[src/sv/cbp_pkg.sv]
// shared types and constants of the color bar pattern generator
package cbp_pkg;

    localparam int PIX_W     = 11;
    localparam int RES_W     = 12;
    localparam int GRID_W    = 8;
    localparam int COLOR_W   = 32;
    localparam int STEP_W    = 8;
    localparam int BPP_W     = 6;
    localparam int LAYOUT_W  = 30;
    localparam int ADDR_W    = 24;
    localparam int CFG_IDX_W = 4;
    localparam int CFG_DATA_W = 32;

    localparam int S_TDATA_W = 24;
    localparam int M_TDATA_W = 56;
    localparam int M_TUSER_W = 1;

    localparam int FIFO_DEPTH = 16;

    localparam logic [RES_W-1:0]    X_RES_RST  = 12'd1024;
    localparam logic [RES_W-1:0]    Y_RES_RST  = 12'd768;
    localparam logic [GRID_W-1:0]   GRID_RST   = 8'd1;
    localparam logic [COLOR_W-1:0]  FIRST_RST  = 32'd0;
    localparam logic [STEP_W-1:0]   STEP_RST   = 8'd0;
    localparam logic                INDEX_RST  = 1'b1;
    localparam logic [BPP_W-1:0]    BPP_RST    = 6'd8;
    localparam logic [LAYOUT_W-1:0] LAYOUT_RST = 30'd167974059;

    typedef enum logic [CFG_IDX_W-1:0] {
        REG_X_RES  = 4'd0,
        REG_Y_RES  = 4'd1,
        REG_GRID   = 4'd2,
        REG_FIRST  = 4'd3,
        REG_STEP   = 4'd4,
        REG_INDEX  = 4'd5,
        REG_BPP    = 4'd6,
        REG_LAYOUT = 4'd7
    } cbp_reg_t;

    typedef struct packed {
        logic [RES_W-1:0]    x_lim;
        logic [RES_W-1:0]    y_lim;
        logic [GRID_W-1:0]   grid;
        logic [COLOR_W-1:0]  first;
        logic [STEP_W-1:0]   step;
        logic                indexed;
        logic [BPP_W-1:0]    bpp;
        logic [LAYOUT_W-1:0] layout;
        logic [RES_W-1:0]    rect_w;
        logic [RES_W-1:0]    rect_h;
        logic                ready;
    } cbp_cfg_t;

    typedef struct packed {
        logic              drawn;
        logic [GRID_W-1:0] row;
        logic [GRID_W-1:0] col;
        logic [PIX_W-1:0]  x;
        logic [PIX_W-1:0]  y;
    } cbp_item_t;

endpackage

[src/sv/cbp_cfg.sv]
// configuration registers and bit-serial rectangle size divider
module cbp_cfg
    import cbp_pkg::*;
#(
    parameter int MAX_RESOLUTION = 2048
) (
    input  logic                  aclk,
    input  logic                  aresetn,
    input  logic                  cfg_valid,
    output logic                  cfg_ready,
    input  logic [CFG_IDX_W-1:0]  cfg_index,
    input  logic [CFG_DATA_W-1:0] cfg_data,
    output cbp_cfg_t              cfg_bus
);

    localparam int CNT_W = $clog2(RES_W + 1);

    logic [RES_W-1:0]    x_res_reg;
    logic [RES_W-1:0]    y_res_reg;
    logic [GRID_W-1:0]   grid_reg;
    logic [COLOR_W-1:0]  first_reg;
    logic [STEP_W-1:0]   step_reg;
    logic                index_reg;
    logic [BPP_W-1:0]    bpp_reg;
    logic [LAYOUT_W-1:0] layout_reg;

    logic                pend_reg, pend_next;
    logic                busy_reg, busy_next;
    logic [CNT_W-1:0]    cnt_reg, cnt_next;
    logic [RES_W-1:0]    dvdw_reg, dvdw_next;
    logic [RES_W-1:0]    dvdh_reg, dvdh_next;
    logic [GRID_W-1:0]   remw_reg, remw_next;
    logic [GRID_W-1:0]   remh_reg, remh_next;

    logic                cfg_wr;
    logic [RES_W-1:0]    x_lim;
    logic [RES_W-1:0]    y_lim;
    logic [GRID_W:0]     trial_w;
    logic [GRID_W:0]     trial_h;
    logic                ge_w;
    logic                ge_h;

    assign cfg_ready = 1'b1;
    assign cfg_wr    = cfg_valid && cfg_ready;

    assign x_lim = ({1'b0, x_res_reg} > (RES_W + 1)'(MAX_RESOLUTION)) ?
                   RES_W'(MAX_RESOLUTION) : x_res_reg;
    assign y_lim = ({1'b0, y_res_reg} > (RES_W + 1)'(MAX_RESOLUTION)) ?
                   RES_W'(MAX_RESOLUTION) : y_res_reg;

    // restoring division step, one quotient bit per cycle for width and height
    assign trial_w = {remw_reg, dvdw_reg[RES_W-1]};
    assign trial_h = {remh_reg, dvdh_reg[RES_W-1]};
    assign ge_w    = trial_w >= {1'b0, grid_reg};
    assign ge_h    = trial_h >= {1'b0, grid_reg};

    always_comb begin
        pend_next = pend_reg;
        busy_next = busy_reg;
        cnt_next  = cnt_reg;
        dvdw_next = dvdw_reg;
        dvdh_next = dvdh_reg;
        remw_next = remw_reg;
        remh_next = remh_reg;
        if (pend_reg) begin
            pend_next = 1'b0;
            busy_next = 1'b1;
            cnt_next  = CNT_W'(RES_W);
            dvdw_next = x_lim;
            dvdh_next = y_lim;
            remw_next = '0;
            remh_next = '0;
        end else if (busy_reg) begin
            cnt_next  = cnt_reg - CNT_W'(1);
            busy_next = cnt_reg != CNT_W'(1);
            dvdw_next = {dvdw_reg[RES_W-2:0], ge_w};
            dvdh_next = {dvdh_reg[RES_W-2:0], ge_h};
            remw_next = ge_w ? GRID_W'(trial_w - {1'b0, grid_reg}) : trial_w[GRID_W-1:0];
            remh_next = ge_h ? GRID_W'(trial_h - {1'b0, grid_reg}) : trial_h[GRID_W-1:0];
        end
        if (cfg_wr) begin
            pend_next = 1'b1;
        end
    end

    always_ff @(posedge aclk) begin
        if (!aresetn) begin
            x_res_reg  <= X_RES_RST;
            y_res_reg  <= Y_RES_RST;
            grid_reg   <= GRID_RST;
            first_reg  <= FIRST_RST;
            step_reg   <= STEP_RST;
            index_reg  <= INDEX_RST;
            bpp_reg    <= BPP_RST;
            layout_reg <= LAYOUT_RST;
            pend_reg   <= 1'b1;
            busy_reg   <= 1'b0;
            cnt_reg    <= '0;
        end else begin
            pend_reg <= pend_next;
            busy_reg <= busy_next;
            cnt_reg  <= cnt_next;
            if (cfg_wr) begin
                case (cfg_index)
                    REG_X_RES:  x_res_reg  <= cfg_data[RES_W-1:0];
                    REG_Y_RES:  y_res_reg  <= cfg_data[RES_W-1:0];
                    REG_GRID:   grid_reg   <= cfg_data[GRID_W-1:0];
                    REG_FIRST:  first_reg  <= cfg_data[COLOR_W-1:0];
                    REG_STEP:   step_reg   <= cfg_data[STEP_W-1:0];
                    REG_INDEX:  index_reg  <= cfg_data[0];
                    REG_BPP:    bpp_reg    <= cfg_data[BPP_W-1:0];
                    REG_LAYOUT: layout_reg <= cfg_data[LAYOUT_W-1:0];
                    default: ;
                endcase
            end
        end
    end

    always_ff @(posedge aclk) begin
        dvdw_reg <= dvdw_next;
        dvdh_reg <= dvdh_next;
        remw_reg <= remw_next;
        remh_reg <= remh_next;
    end

    always_comb begin
        cfg_bus.x_lim   = x_lim;
        cfg_bus.y_lim   = y_lim;
        cfg_bus.grid    = grid_reg;
        cfg_bus.first   = first_reg;
        cfg_bus.step    = step_reg;
        cfg_bus.indexed = index_reg;
        cfg_bus.bpp     = bpp_reg;
        cfg_bus.layout  = layout_reg;
        cfg_bus.rect_w  = dvdw_reg;
        cfg_bus.rect_h  = dvdh_reg;
        cfg_bus.ready   = !pend_reg && !busy_reg;
    end

endmodule

[src/sv/cbp_front.sv]
// input side: grid column and row by pipelined division, drawn classification
module cbp_front
    import cbp_pkg::*;
(
    input  logic                 aclk,
    input  logic                 aresetn,
    input  cbp_cfg_t             cfg_bus,
    input  logic                 s_axis_tvalid,
    output logic                 s_axis_tready,
    input  logic [S_TDATA_W-1:0] s_axis_tdata,
    input  logic                 pop,
    output logic                 push,
    output cbp_item_t            push_item
);

    localparam int NSTG   = PIX_W;
    localparam int RESV_W = $clog2(FIFO_DEPTH + 1);

    typedef struct packed {
        logic             inr;
        logic [PIX_W-1:0] x;
        logic [PIX_W-1:0] y;
        logic [RES_W-1:0] rx;
        logic [RES_W-1:0] ry;
        logic [PIX_W-1:0] qx;
        logic [PIX_W-1:0] qy;
    } stage_t;

    function automatic logic [RES_W:0] div_step(
        input logic [RES_W-1:0] rem,
        input logic             nb,
        input logic [RES_W-1:0] dv
    );
        logic [RES_W:0] trial;
        trial = {rem, nb};
        if (trial >= {1'b0, dv}) begin
            return {1'b1, RES_W'(trial - {1'b0, dv})};
        end
        return {1'b0, trial[RES_W-1:0]};
    endfunction

    stage_t             stg_reg  [NSTG];
    stage_t             stg_next [NSTG];
    logic [NSTG-1:0]    vld_reg;
    logic [RESV_W-1:0]  resv_reg;

    logic [PIX_W-1:0]   in_x;
    logic [PIX_W-1:0]   in_y;
    logic               accept;
    logic [RES_W:0]     sx0;
    logic [RES_W:0]     sy0;
    stage_t             last;

    assign in_x = s_axis_tdata[PIX_W-1:0];
    assign in_y = s_axis_tdata[2*PIX_W-1:PIX_W];

    // queue slots are reserved at acceptance so the division pipeline never stalls
    assign s_axis_tready = cfg_bus.ready && (resv_reg < RESV_W'(FIFO_DEPTH));
    assign accept        = s_axis_tvalid && s_axis_tready;

    assign sx0 = div_step('0, in_x[PIX_W-1], cfg_bus.rect_w);
    assign sy0 = div_step('0, in_y[PIX_W-1], cfg_bus.rect_h);

    always_comb begin
        stg_next[0].inr = ({1'b0, in_x} < cfg_bus.x_lim) && ({1'b0, in_y} < cfg_bus.y_lim);
        stg_next[0].x   = in_x;
        stg_next[0].y   = in_y;
        stg_next[0].rx  = sx0[RES_W-1:0];
        stg_next[0].ry  = sy0[RES_W-1:0];
        stg_next[0].qx  = PIX_W'(sx0[RES_W]);
        stg_next[0].qy  = PIX_W'(sy0[RES_W]);
    end

    for (genvar k = 1; k < NSTG; k++) begin : g_stage
        logic [RES_W:0] sx;
        logic [RES_W:0] sy;
        assign sx = div_step(stg_reg[k-1].rx, stg_reg[k-1].x[PIX_W-1-k], cfg_bus.rect_w);
        assign sy = div_step(stg_reg[k-1].ry, stg_reg[k-1].y[PIX_W-1-k], cfg_bus.rect_h);
        always_comb begin
            stg_next[k]    = stg_reg[k-1];
            stg_next[k].rx = sx[RES_W-1:0];
            stg_next[k].ry = sy[RES_W-1:0];
            stg_next[k].qx = {stg_reg[k-1].qx[PIX_W-2:0], sx[RES_W]};
            stg_next[k].qy = {stg_reg[k-1].qy[PIX_W-2:0], sy[RES_W]};
        end
    end

    always_ff @(posedge aclk) begin
        if (!aresetn) begin
            vld_reg  <= '0;
            resv_reg <= '0;
        end else begin
            vld_reg  <= {vld_reg[NSTG-2:0], accept};
            resv_reg <= resv_reg + RESV_W'(accept) - RESV_W'(pop);
        end
    end

    always_ff @(posedge aclk) begin
        for (int k = 0; k < NSTG; k++) begin
            stg_reg[k] <= stg_next[k];
        end
    end

    assign last = stg_reg[NSTG-1];
    assign push = vld_reg[NSTG-1];

    always_comb begin
        push_item.drawn = last.inr && (cfg_bus.grid != '0) &&
                          (cfg_bus.rect_w != '0) && (cfg_bus.rect_h != '0) &&
                          (last.qx < PIX_W'(cfg_bus.grid)) && (last.qy < PIX_W'(cfg_bus.grid));
        push_item.row   = last.qy[GRID_W-1:0];
        push_item.col   = last.qx[GRID_W-1:0];
        push_item.x     = last.x;
        push_item.y     = last.y;
    end

endmodule

[src/sv/cbp_fifo.sv]
// short queue between the classifying front and the color back end
module cbp_fifo
    import cbp_pkg::*;
(
    input  logic      aclk,
    input  logic      aresetn,
    input  logic      push,
    input  cbp_item_t push_item,
    input  logic      pop,
    output logic      not_empty,
    output cbp_item_t pop_item
);

    localparam int PTR_W = $clog2(FIFO_DEPTH);
    localparam int CNT_W = $clog2(FIFO_DEPTH + 1);

    cbp_item_t        mem_reg [FIFO_DEPTH];
    logic [PTR_W-1:0] wr_ptr_reg;
    logic [PTR_W-1:0] rd_ptr_reg;
    logic [CNT_W-1:0] count_reg;

    assign not_empty = count_reg != '0;
    assign pop_item  = mem_reg[rd_ptr_reg];

    always_ff @(posedge aclk) begin
        if (!aresetn) begin
            wr_ptr_reg <= '0;
            rd_ptr_reg <= '0;
            count_reg  <= '0;
        end else begin
            if (push) begin
                wr_ptr_reg <= wr_ptr_reg + PTR_W'(1);
            end
            if (pop) begin
                rd_ptr_reg <= rd_ptr_reg + PTR_W'(1);
            end
            count_reg <= count_reg + CNT_W'(push) - CNT_W'(pop);
        end
    end

    always_ff @(posedge aclk) begin
        if (push) begin
            mem_reg[wr_ptr_reg] <= push_item;
        end
    end

endmodule

[src/sv/cbp_back.sv]
// back end: color and byte address pipeline with the output register
module cbp_back
    import cbp_pkg::*;
(
    input  logic                 aclk,
    input  logic                 aresetn,
    input  cbp_cfg_t             cfg_bus,
    input  logic                 item_valid,
    input  cbp_item_t            item,
    output logic                 pop,
    output logic                 m_axis_tvalid,
    input  logic                 m_axis_tready,
    output logic [M_TDATA_W-1:0] m_axis_tdata,
    output logic [M_TUSER_W-1:0] m_axis_tuser
);

    localparam int PROD_W = GRID_W + STEP_W;
    localparam int LIN_W  = PIX_W + RES_W;

    typedef struct packed {
        logic              drawn;
        logic [PROD_W-1:0] row_n;
        logic [GRID_W-1:0] col;
        logic [PROD_W-1:0] prod_r;
        logic [PROD_W-1:0] prod_g;
        logic [LIN_W-1:0]  ylin;
        logic [PIX_W-1:0]  x;
    } b1_t;

    typedef struct packed {
        logic              drawn;
        logic [PROD_W-1:0] idx;
        logic [ADDR_W-1:0] lin;
        logic [PROD_W-1:0] prod_r;
        logic [PROD_W-1:0] prod_g;
        logic [PROD_W:0]   prod_b;
    } b2_t;

    typedef struct packed {
        logic               drawn;
        logic [ADDR_W-1:0]  idxs;
        logic [ADDR_W-1:0]  addr;
        logic [COLOR_W-1:0] rgb;
    } b3_t;

    function automatic logic [COLOR_W-1:0] ones(input logic [BPP_W-1:0] n);
        logic [COLOR_W:0] t;
        t = (COLOR_W + 1)'(1) << n;
        t = t - (COLOR_W + 1)'(1);
        if (n >= BPP_W'(COLOR_W)) begin
            return '1;
        end
        return t[COLOR_W-1:0];
    endfunction

    function automatic logic [COLOR_W-1:0] chan(
        input logic [COLOR_W-1:0] first,
        input logic [4:0]         pos,
        input logic [4:0]         size,
        input logic [PROD_W:0]    prod
    );
        logic [COLOR_W-1:0] m;
        logic [COLOR_W-1:0] base;
        m    = ones(BPP_W'(size));
        base = (first >> pos) & m;
        return ((base + COLOR_W'(prod)) & m) << pos;
    endfunction

    logic [3:0]         vld_reg;
    b1_t                b1_reg, b1_next;
    b2_t                b2_reg, b2_next;
    b3_t                b3_reg, b3_next;
    logic               drawn_reg;
    logic [COLOR_W-1:0] color_reg, color_next;
    logic [ADDR_W-1:0]  addr_reg, addr_next;

    logic               adv;
    logic [3:0]         bytes;

    assign adv = !vld_reg[3] || m_axis_tready;
    assign pop = item_valid && adv;

    assign bytes = 4'(({1'b0, cfg_bus.bpp} + 7'd7) >> 3);

    always_comb begin
        b1_next.drawn  = item.drawn;
        b1_next.row_n  = PROD_W'(item.row) * PROD_W'(cfg_bus.grid);
        b1_next.col    = item.col;
        b1_next.prod_r = PROD_W'(item.col) * PROD_W'(cfg_bus.step);
        b1_next.prod_g = PROD_W'(item.row) * PROD_W'(cfg_bus.step);
        b1_next.ylin   = LIN_W'(item.y) * LIN_W'(cfg_bus.x_lim);
        b1_next.x      = item.x;

        b2_next.drawn  = b1_reg.drawn;
        b2_next.idx    = b1_reg.row_n + PROD_W'(b1_reg.col);
        b2_next.lin    = ADDR_W'(b1_reg.ylin) + ADDR_W'(b1_reg.x);
        b2_next.prod_r = b1_reg.prod_r;
        b2_next.prod_g = b1_reg.prod_g;
        b2_next.prod_b = (PROD_W + 1)'(b1_reg.prod_r) + (PROD_W + 1)'(b1_reg.prod_g);

        b3_next.drawn = b2_reg.drawn;
        b3_next.idxs  = ADDR_W'(b2_reg.idx) * ADDR_W'(cfg_bus.step);
        b3_next.addr  = ADDR_W'(ADDR_W'(bytes) * b2_reg.lin);
        b3_next.rgb   = chan(cfg_bus.first, cfg_bus.layout[4:0], cfg_bus.layout[9:5],
                             (PROD_W + 1)'(b2_reg.prod_r))
                      | chan(cfg_bus.first, cfg_bus.layout[14:10], cfg_bus.layout[19:15],
                             (PROD_W + 1)'(b2_reg.prod_g))
                      | chan(cfg_bus.first, cfg_bus.layout[24:20], cfg_bus.layout[29:25],
                             b2_reg.prod_b);

        color_next = '0;
        addr_next  = '0;
        if (b3_reg.drawn) begin
            color_next = cfg_bus.indexed ? cfg_bus.first + COLOR_W'(b3_reg.idxs) : b3_reg.rgb;
            color_next = color_next & ones(cfg_bus.bpp);
            addr_next  = b3_reg.addr;
        end
    end

    always_ff @(posedge aclk) begin
        if (!aresetn) begin
            vld_reg <= '0;
        end else if (adv) begin
            vld_reg <= {vld_reg[2:0], pop};
        end
    end

    always_ff @(posedge aclk) begin
        if (adv) begin
            b1_reg    <= b1_next;
            b2_reg    <= b2_next;
            b3_reg    <= b3_next;
            drawn_reg <= b3_reg.drawn;
            color_reg <= color_next;
            addr_reg  <= addr_next;
        end
    end

    assign m_axis_tvalid = vld_reg[3];
    assign m_axis_tdata  = {addr_reg, color_reg};
    assign m_axis_tuser  = drawn_reg;

endmodule

[src/sv/color_bar_pattern_pixel_generator_unit.sv]
// top level of the rectangle grid color bar pattern generator
// Takes one pixel coordinate per clock and returns one result per clock in
// steady state while neither side stalls; once its coordinate is accepted, a
// result passes through the 11-stage column/row division pipeline, the queue
// and four color and address stages. The input stays stalled after reset and
// after every configuration write while a bit-serial divider works out the
// rectangle width and height. Input slots are reserved in a 16-entry queue,
// so a stalled output holds off new coordinates only once that queue is full.
module color_bar_pattern_pixel_generator_unit
    import cbp_pkg::*;
#(
    parameter int MAX_RESOLUTION = 2048
) (
    input  logic                  aclk,
    input  logic                  aresetn,
    input  logic                  cfg_valid,
    output logic                  cfg_ready,
    input  logic [CFG_IDX_W-1:0]  cfg_index,
    input  logic [CFG_DATA_W-1:0] cfg_data,
    input  logic                  s_axis_tvalid,
    output logic                  s_axis_tready,
    input  logic [S_TDATA_W-1:0]  s_axis_tdata,  // pixel_x, pixel_y, zero pad
    output logic                  m_axis_tvalid,
    input  logic                  m_axis_tready,
    output logic [M_TDATA_W-1:0]  m_axis_tdata,  // pixel_color, pixel_address
    output logic [M_TUSER_W-1:0]  m_axis_tuser   // pixel_drawn
);

    cbp_cfg_t  cfg_bus;
    logic      push;
    logic      pop;
    logic      fifo_valid;
    cbp_item_t push_item;
    cbp_item_t pop_item;

    cbp_cfg #(
        .MAX_RESOLUTION(MAX_RESOLUTION)
    ) u_cfg (
        .aclk      (aclk),
        .aresetn   (aresetn),
        .cfg_valid (cfg_valid),
        .cfg_ready (cfg_ready),
        .cfg_index (cfg_index),
        .cfg_data  (cfg_data),
        .cfg_bus   (cfg_bus)
    );

    cbp_front u_front (
        .aclk          (aclk),
        .aresetn       (aresetn),
        .cfg_bus       (cfg_bus),
        .s_axis_tvalid (s_axis_tvalid),
        .s_axis_tready (s_axis_tready),
        .s_axis_tdata  (s_axis_tdata),
        .pop           (pop),
        .push          (push),
        .push_item     (push_item)
    );

    cbp_fifo u_fifo (
        .aclk      (aclk),
        .aresetn   (aresetn),
        .push      (push),
        .push_item (push_item),
        .pop       (pop),
        .not_empty (fifo_valid),
        .pop_item  (pop_item)
    );

    cbp_back u_back (
        .aclk          (aclk),
        .aresetn       (aresetn),
        .cfg_bus       (cfg_bus),
        .item_valid    (fifo_valid),
        .item          (pop_item),
        .pop           (pop),
        .m_axis_tvalid (m_axis_tvalid),
        .m_axis_tready (m_axis_tready),
        .m_axis_tdata  (m_axis_tdata),
        .m_axis_tuser  (m_axis_tuser)
    );

endmodule

[config.mk]
export PLATFORM = sky130hd
export DESIGN_NAME = color_bar_pattern_pixel_generator_unit
export DESIGN_NICKNAME = d
export VERILOG_FILES = /design/src/sv/cbp_pkg.sv /design/src/sv/cbp_cfg.sv /design/src/sv/cbp_front.sv /design/src/sv/cbp_fifo.sv /design/src/sv/cbp_back.sv /design/src/sv/color_bar_pattern_pixel_generator_unit.sv
export SDC_FILE = /design/constraint.sdc
export NUM_CORES = 2
export LEC_CHECK = 0
export BUFFER_PORTS_ARGS = -buffer_cell sky130_fd_sc_hd__buf_2
export CAP_MARGIN = 20
export CORE_MARGIN = 3
export CORE_UTILIZATION = 60
export CTS_CLUSTER_DIAMETER = 200
export DETAILED_ROUTE_END_ITERATION = 7
export GPL_TIMING_DRIVEN = 1
export PLACE_DENSITY = 0.74
export SLEW_MARGIN = 20
export SYNTH_ARGS = -nofsm -noshare
export SYNTH_HDL_FRONTEND = slang
export SYNTH_SLANG_ARGS = --single-unit
[constraint.sdc]
create_clock -name aclk -period 27.1 [get_ports aclk]
set_clock_uncertainty 0.15 [all_clocks]
set_input_delay 5.42 -clock aclk [delete_from_list [all_inputs] [get_ports aclk]]
set_output_delay 5.42 -clock aclk [all_outputs]
set_load 0.03 [all_outputs]
==> qor.yml <==
power_density_nw_per_um2: 76.74
largest_reg_flops: 625
power.share.clock: 0.289
p_comb_frac: 0.300
wl_um: 305400
final-setup-viol-count: 0
ys_warn_count: 0
crit_type: "register to register"
clock_latency_ps: 840
met2_wirelength_um: 139500
synthDominantCellAreaShare: 0.2777
cp.required_ps: 27540
async_flop_share: 0
nNetsFinal: 10782
slew_headroom: 0.2366
tightest_slew_ps: 1135
fillerInstances: 12951
postCtsSetupRepairBufs: 0
drtPass1Iterations: 8
cts_resized: 0
synth-edff-count: 967
vias_per_cell: 6.354
cts_buffer_depth: 3
synth.net_count: 10829
status: "completed"
finalCriticalPeriod_ps: 8887
yosysTopAreaCell: "edfxtp_1"
drv_slew: 0
boundaryPins: 125
dr_total_vias: 77408
synth_seq_cells: 1760
utilization: 0.6582
arrival_ps: 9320
initial_core_util: 0.6062
syn_inst: 9752
crit_buf_inv: 4
critical-path-max-stage-delay_ps: 830
cts_sinks: 1760
wl_met3_um: 30380
post_drt_wl_per_cell_um: 25.07
peakVddDrop_v: 0.00009805
crit_fanout: 53
grt-ovfl-total: 0
cp_common_cell: "fa_1"
cts_buffers: 174
ant_nets: 0
hold_buffers: 0
topRoutingLayerUsed: "met5"
clk_pin_slew_ps: 60
cpMaxStageDelayCell: "buf_4"
drtIter0Drc: 8980
cts_tree: "done"
synth.avg_cell_area_um2: 10.72
synth.cell_area_um2: 104600
total_power_uw: 8712
hold_depth: 0
max_freq_mhz: 112.5
p_sw_frac: 0.3268
h-tree-depth: 4
die_w_um: 423.5
die_h_um: 423.5
dieArea_um2: 179300
fp-row-count: 152
cp_top_family: "adder cells"
cts_root_buf: "clkbuf_16"
grt_use_total: 0.3358
wl_met1_um: 121900
grt_first_pass_wirelength_um: 459300
p_int_uw: 5865
grt_max_degree: 131
globalplace.congestion: 0.9994
crit_chain: "buf_4 -> buf_6 -> mux4_2 -> mux4_2 -> and2_1 -> fa_1 -> ha_1 -> inv_1 -> fa_1 -> fa_1 -> fa_1 -> inv_1 -> ha_1 -> o21ai_0 -> a21boi_0 -> o21ai_0 -> a21o_1 -> a21boi_0 -> o31ai_1 -> a21oi_1 -> a211o_1 -> a21o_1 -> a21oi_1 -> xnor2_1"
syn2layout_area_growth_pct: 8.571
ys_seq_area_frac: 0.4295
finalCritPeriodShare: 0.3279
tns_ps: 0
rsz0062_at_grt: "false"
synthFlopType: "edfxtp_1"
synth_area_leaders: "edfxtp_1, dfxtp_1, ha_1"
drc_errors: 0
ys_types: 96
hpwl_um: 214000
layout-drive-gt1-share: 0.1147
io_buffers: 121
grt_pass1_vias: 75226
hold_viol: 0
p_leak_uw: 0.04583
max_cap_violations: 0
holdCritPathClass: "register to register"
cp-start-kind: "register"
worstSetupEndpointType: "register"
core_um2: 172500
path_depth: 24
r2r_cells: 24
antenna_found_initial: 30
p_switching_uw: 2847
seqPwrFrac: 0.411
power by group through the flow:
stage          sequential, uW  combinational, uW  clock [uW]
2_1_floorplan            3530               1940           0
3_3_place_gp             3610               2460           0
3_5_place_dp             3630               2550           0
4_1_cts                  3580               2590        2550
5_1_grt                  3610               2890        2660
6_report                 3580               2620        2520
per-stage QoR:
step	std cells	setup WS, ps	area, um^2	hold slack (ps)
CTS	12166	17840	113400	121.7
floorplan	9752	14520	104600	159.6
finish	12183	18210	113500	116.8
global route	12176	17680	113500	137.3
detailed placement	11838	17880	107300	162.1
global placement	11836	17990	107300	160.0
routing by layer:
layer	global-route usage	up-vias
met1	0.4552	37921
met3	0.06953	754
li1	-	34792
met2	0.5279	3927
met5	0	-
met4	0.1414	14
area by class of cell:
type,count,area [um^2],share of cell area
Inverter,720,2710,0.02387
Sequential cell,1760,44950,0.3959
Multi-Input combinational cell,6799,55240,0.4865
Clock buffer,234,4940,0.04351
Antenna cell,16,40.04,0.0003527
Clock inverter,94,1159,0.01021
Timing Repair Buffer,250,1609,0.01417
Tap cell,2310,2890,0.02546
final timing paths:
check                                        endpoint                   from  slack (ps)
worst min-delay path            u_front.stg_reg[9][4]  u_front.stg_reg[8][3]         120
worst max-delay path                u_back.b1_reg[32]               register       18210
worst max register to register      u_back.b1_reg[32]               register       18210
worst min register to register  u_front.stg_reg[9][4]  u_front.stg_reg[8][3]         120
cell families after synthesis:
logic type | after synthesis | share of synthesized area
flops | 1760 | 0.4295
buf+inv | 1193 | 0.04355
simple gates | 2885 | 0.1315
compound gates | 1830 | 0.1154
mux | 727 | 0.1049
xor+xnor | 344 | 0.02881
fa+ha+maj | 1012 | 0.1463
other cells | 1 | 0.00003586
Yosys cell counts, types with 47 or more instances:
library cell	n
xnor2_1	238
a21boi_0	157
mux2_2	175
ha_1	661
o21a_1	95
or2_2	54
nand2_1	991
and2_1	309
nand2b_1	101
or3_1	47
a211oi_1	129
o21ai_0	415
fa_1	351
dfxtp_1	793
and3_1	48
o21bai_1	48
clkbuf_1	375
o211ai_1	56
nor2_1	688
nand3_1	112
nor2b_1	172
buf_1	69
edfxtp_1	967
xor2_1	106
nor3_1	115
o31ai_1	65
inv_1	703
mux2i_1	275
a21o_1	88
mux4_2	274
nand4_1	100
nor4_1	48
a21oi_1	394
cell usage in the layout, fill, tap and decap left out, types with 46 or more instances in the layout:
master / n
a211oi_1: 129
a21boi_0: 157
a21o_1: 88
a21oi_1: 387
and2_1: 293
and3_1: 48
buf_2: 120
buf_4: 126
clkbuf_16: 180
dfxtp_1: 774
edfxtp_1: 967
fa_1: 351
ha_1: 661
inv_1: 704
mux2_2: 175
mux2i_1: 275
mux4_2: 274
nand2_1: 991
nand2b_1: 101
nand3_1: 112
nand4_1: 100
nor2_1: 687
nor2b_1: 171
nor3_1: 115
nor4_1: 46
o211ai_1: 56
o21a_1: 95
o21ai_0: 412
o21bai_1: 48
o31ai_1: 63
or2_2: 54
or3_1: 47
xnor2_1: 237
xor2_1: 106
(Power assumes the default switching activity.)
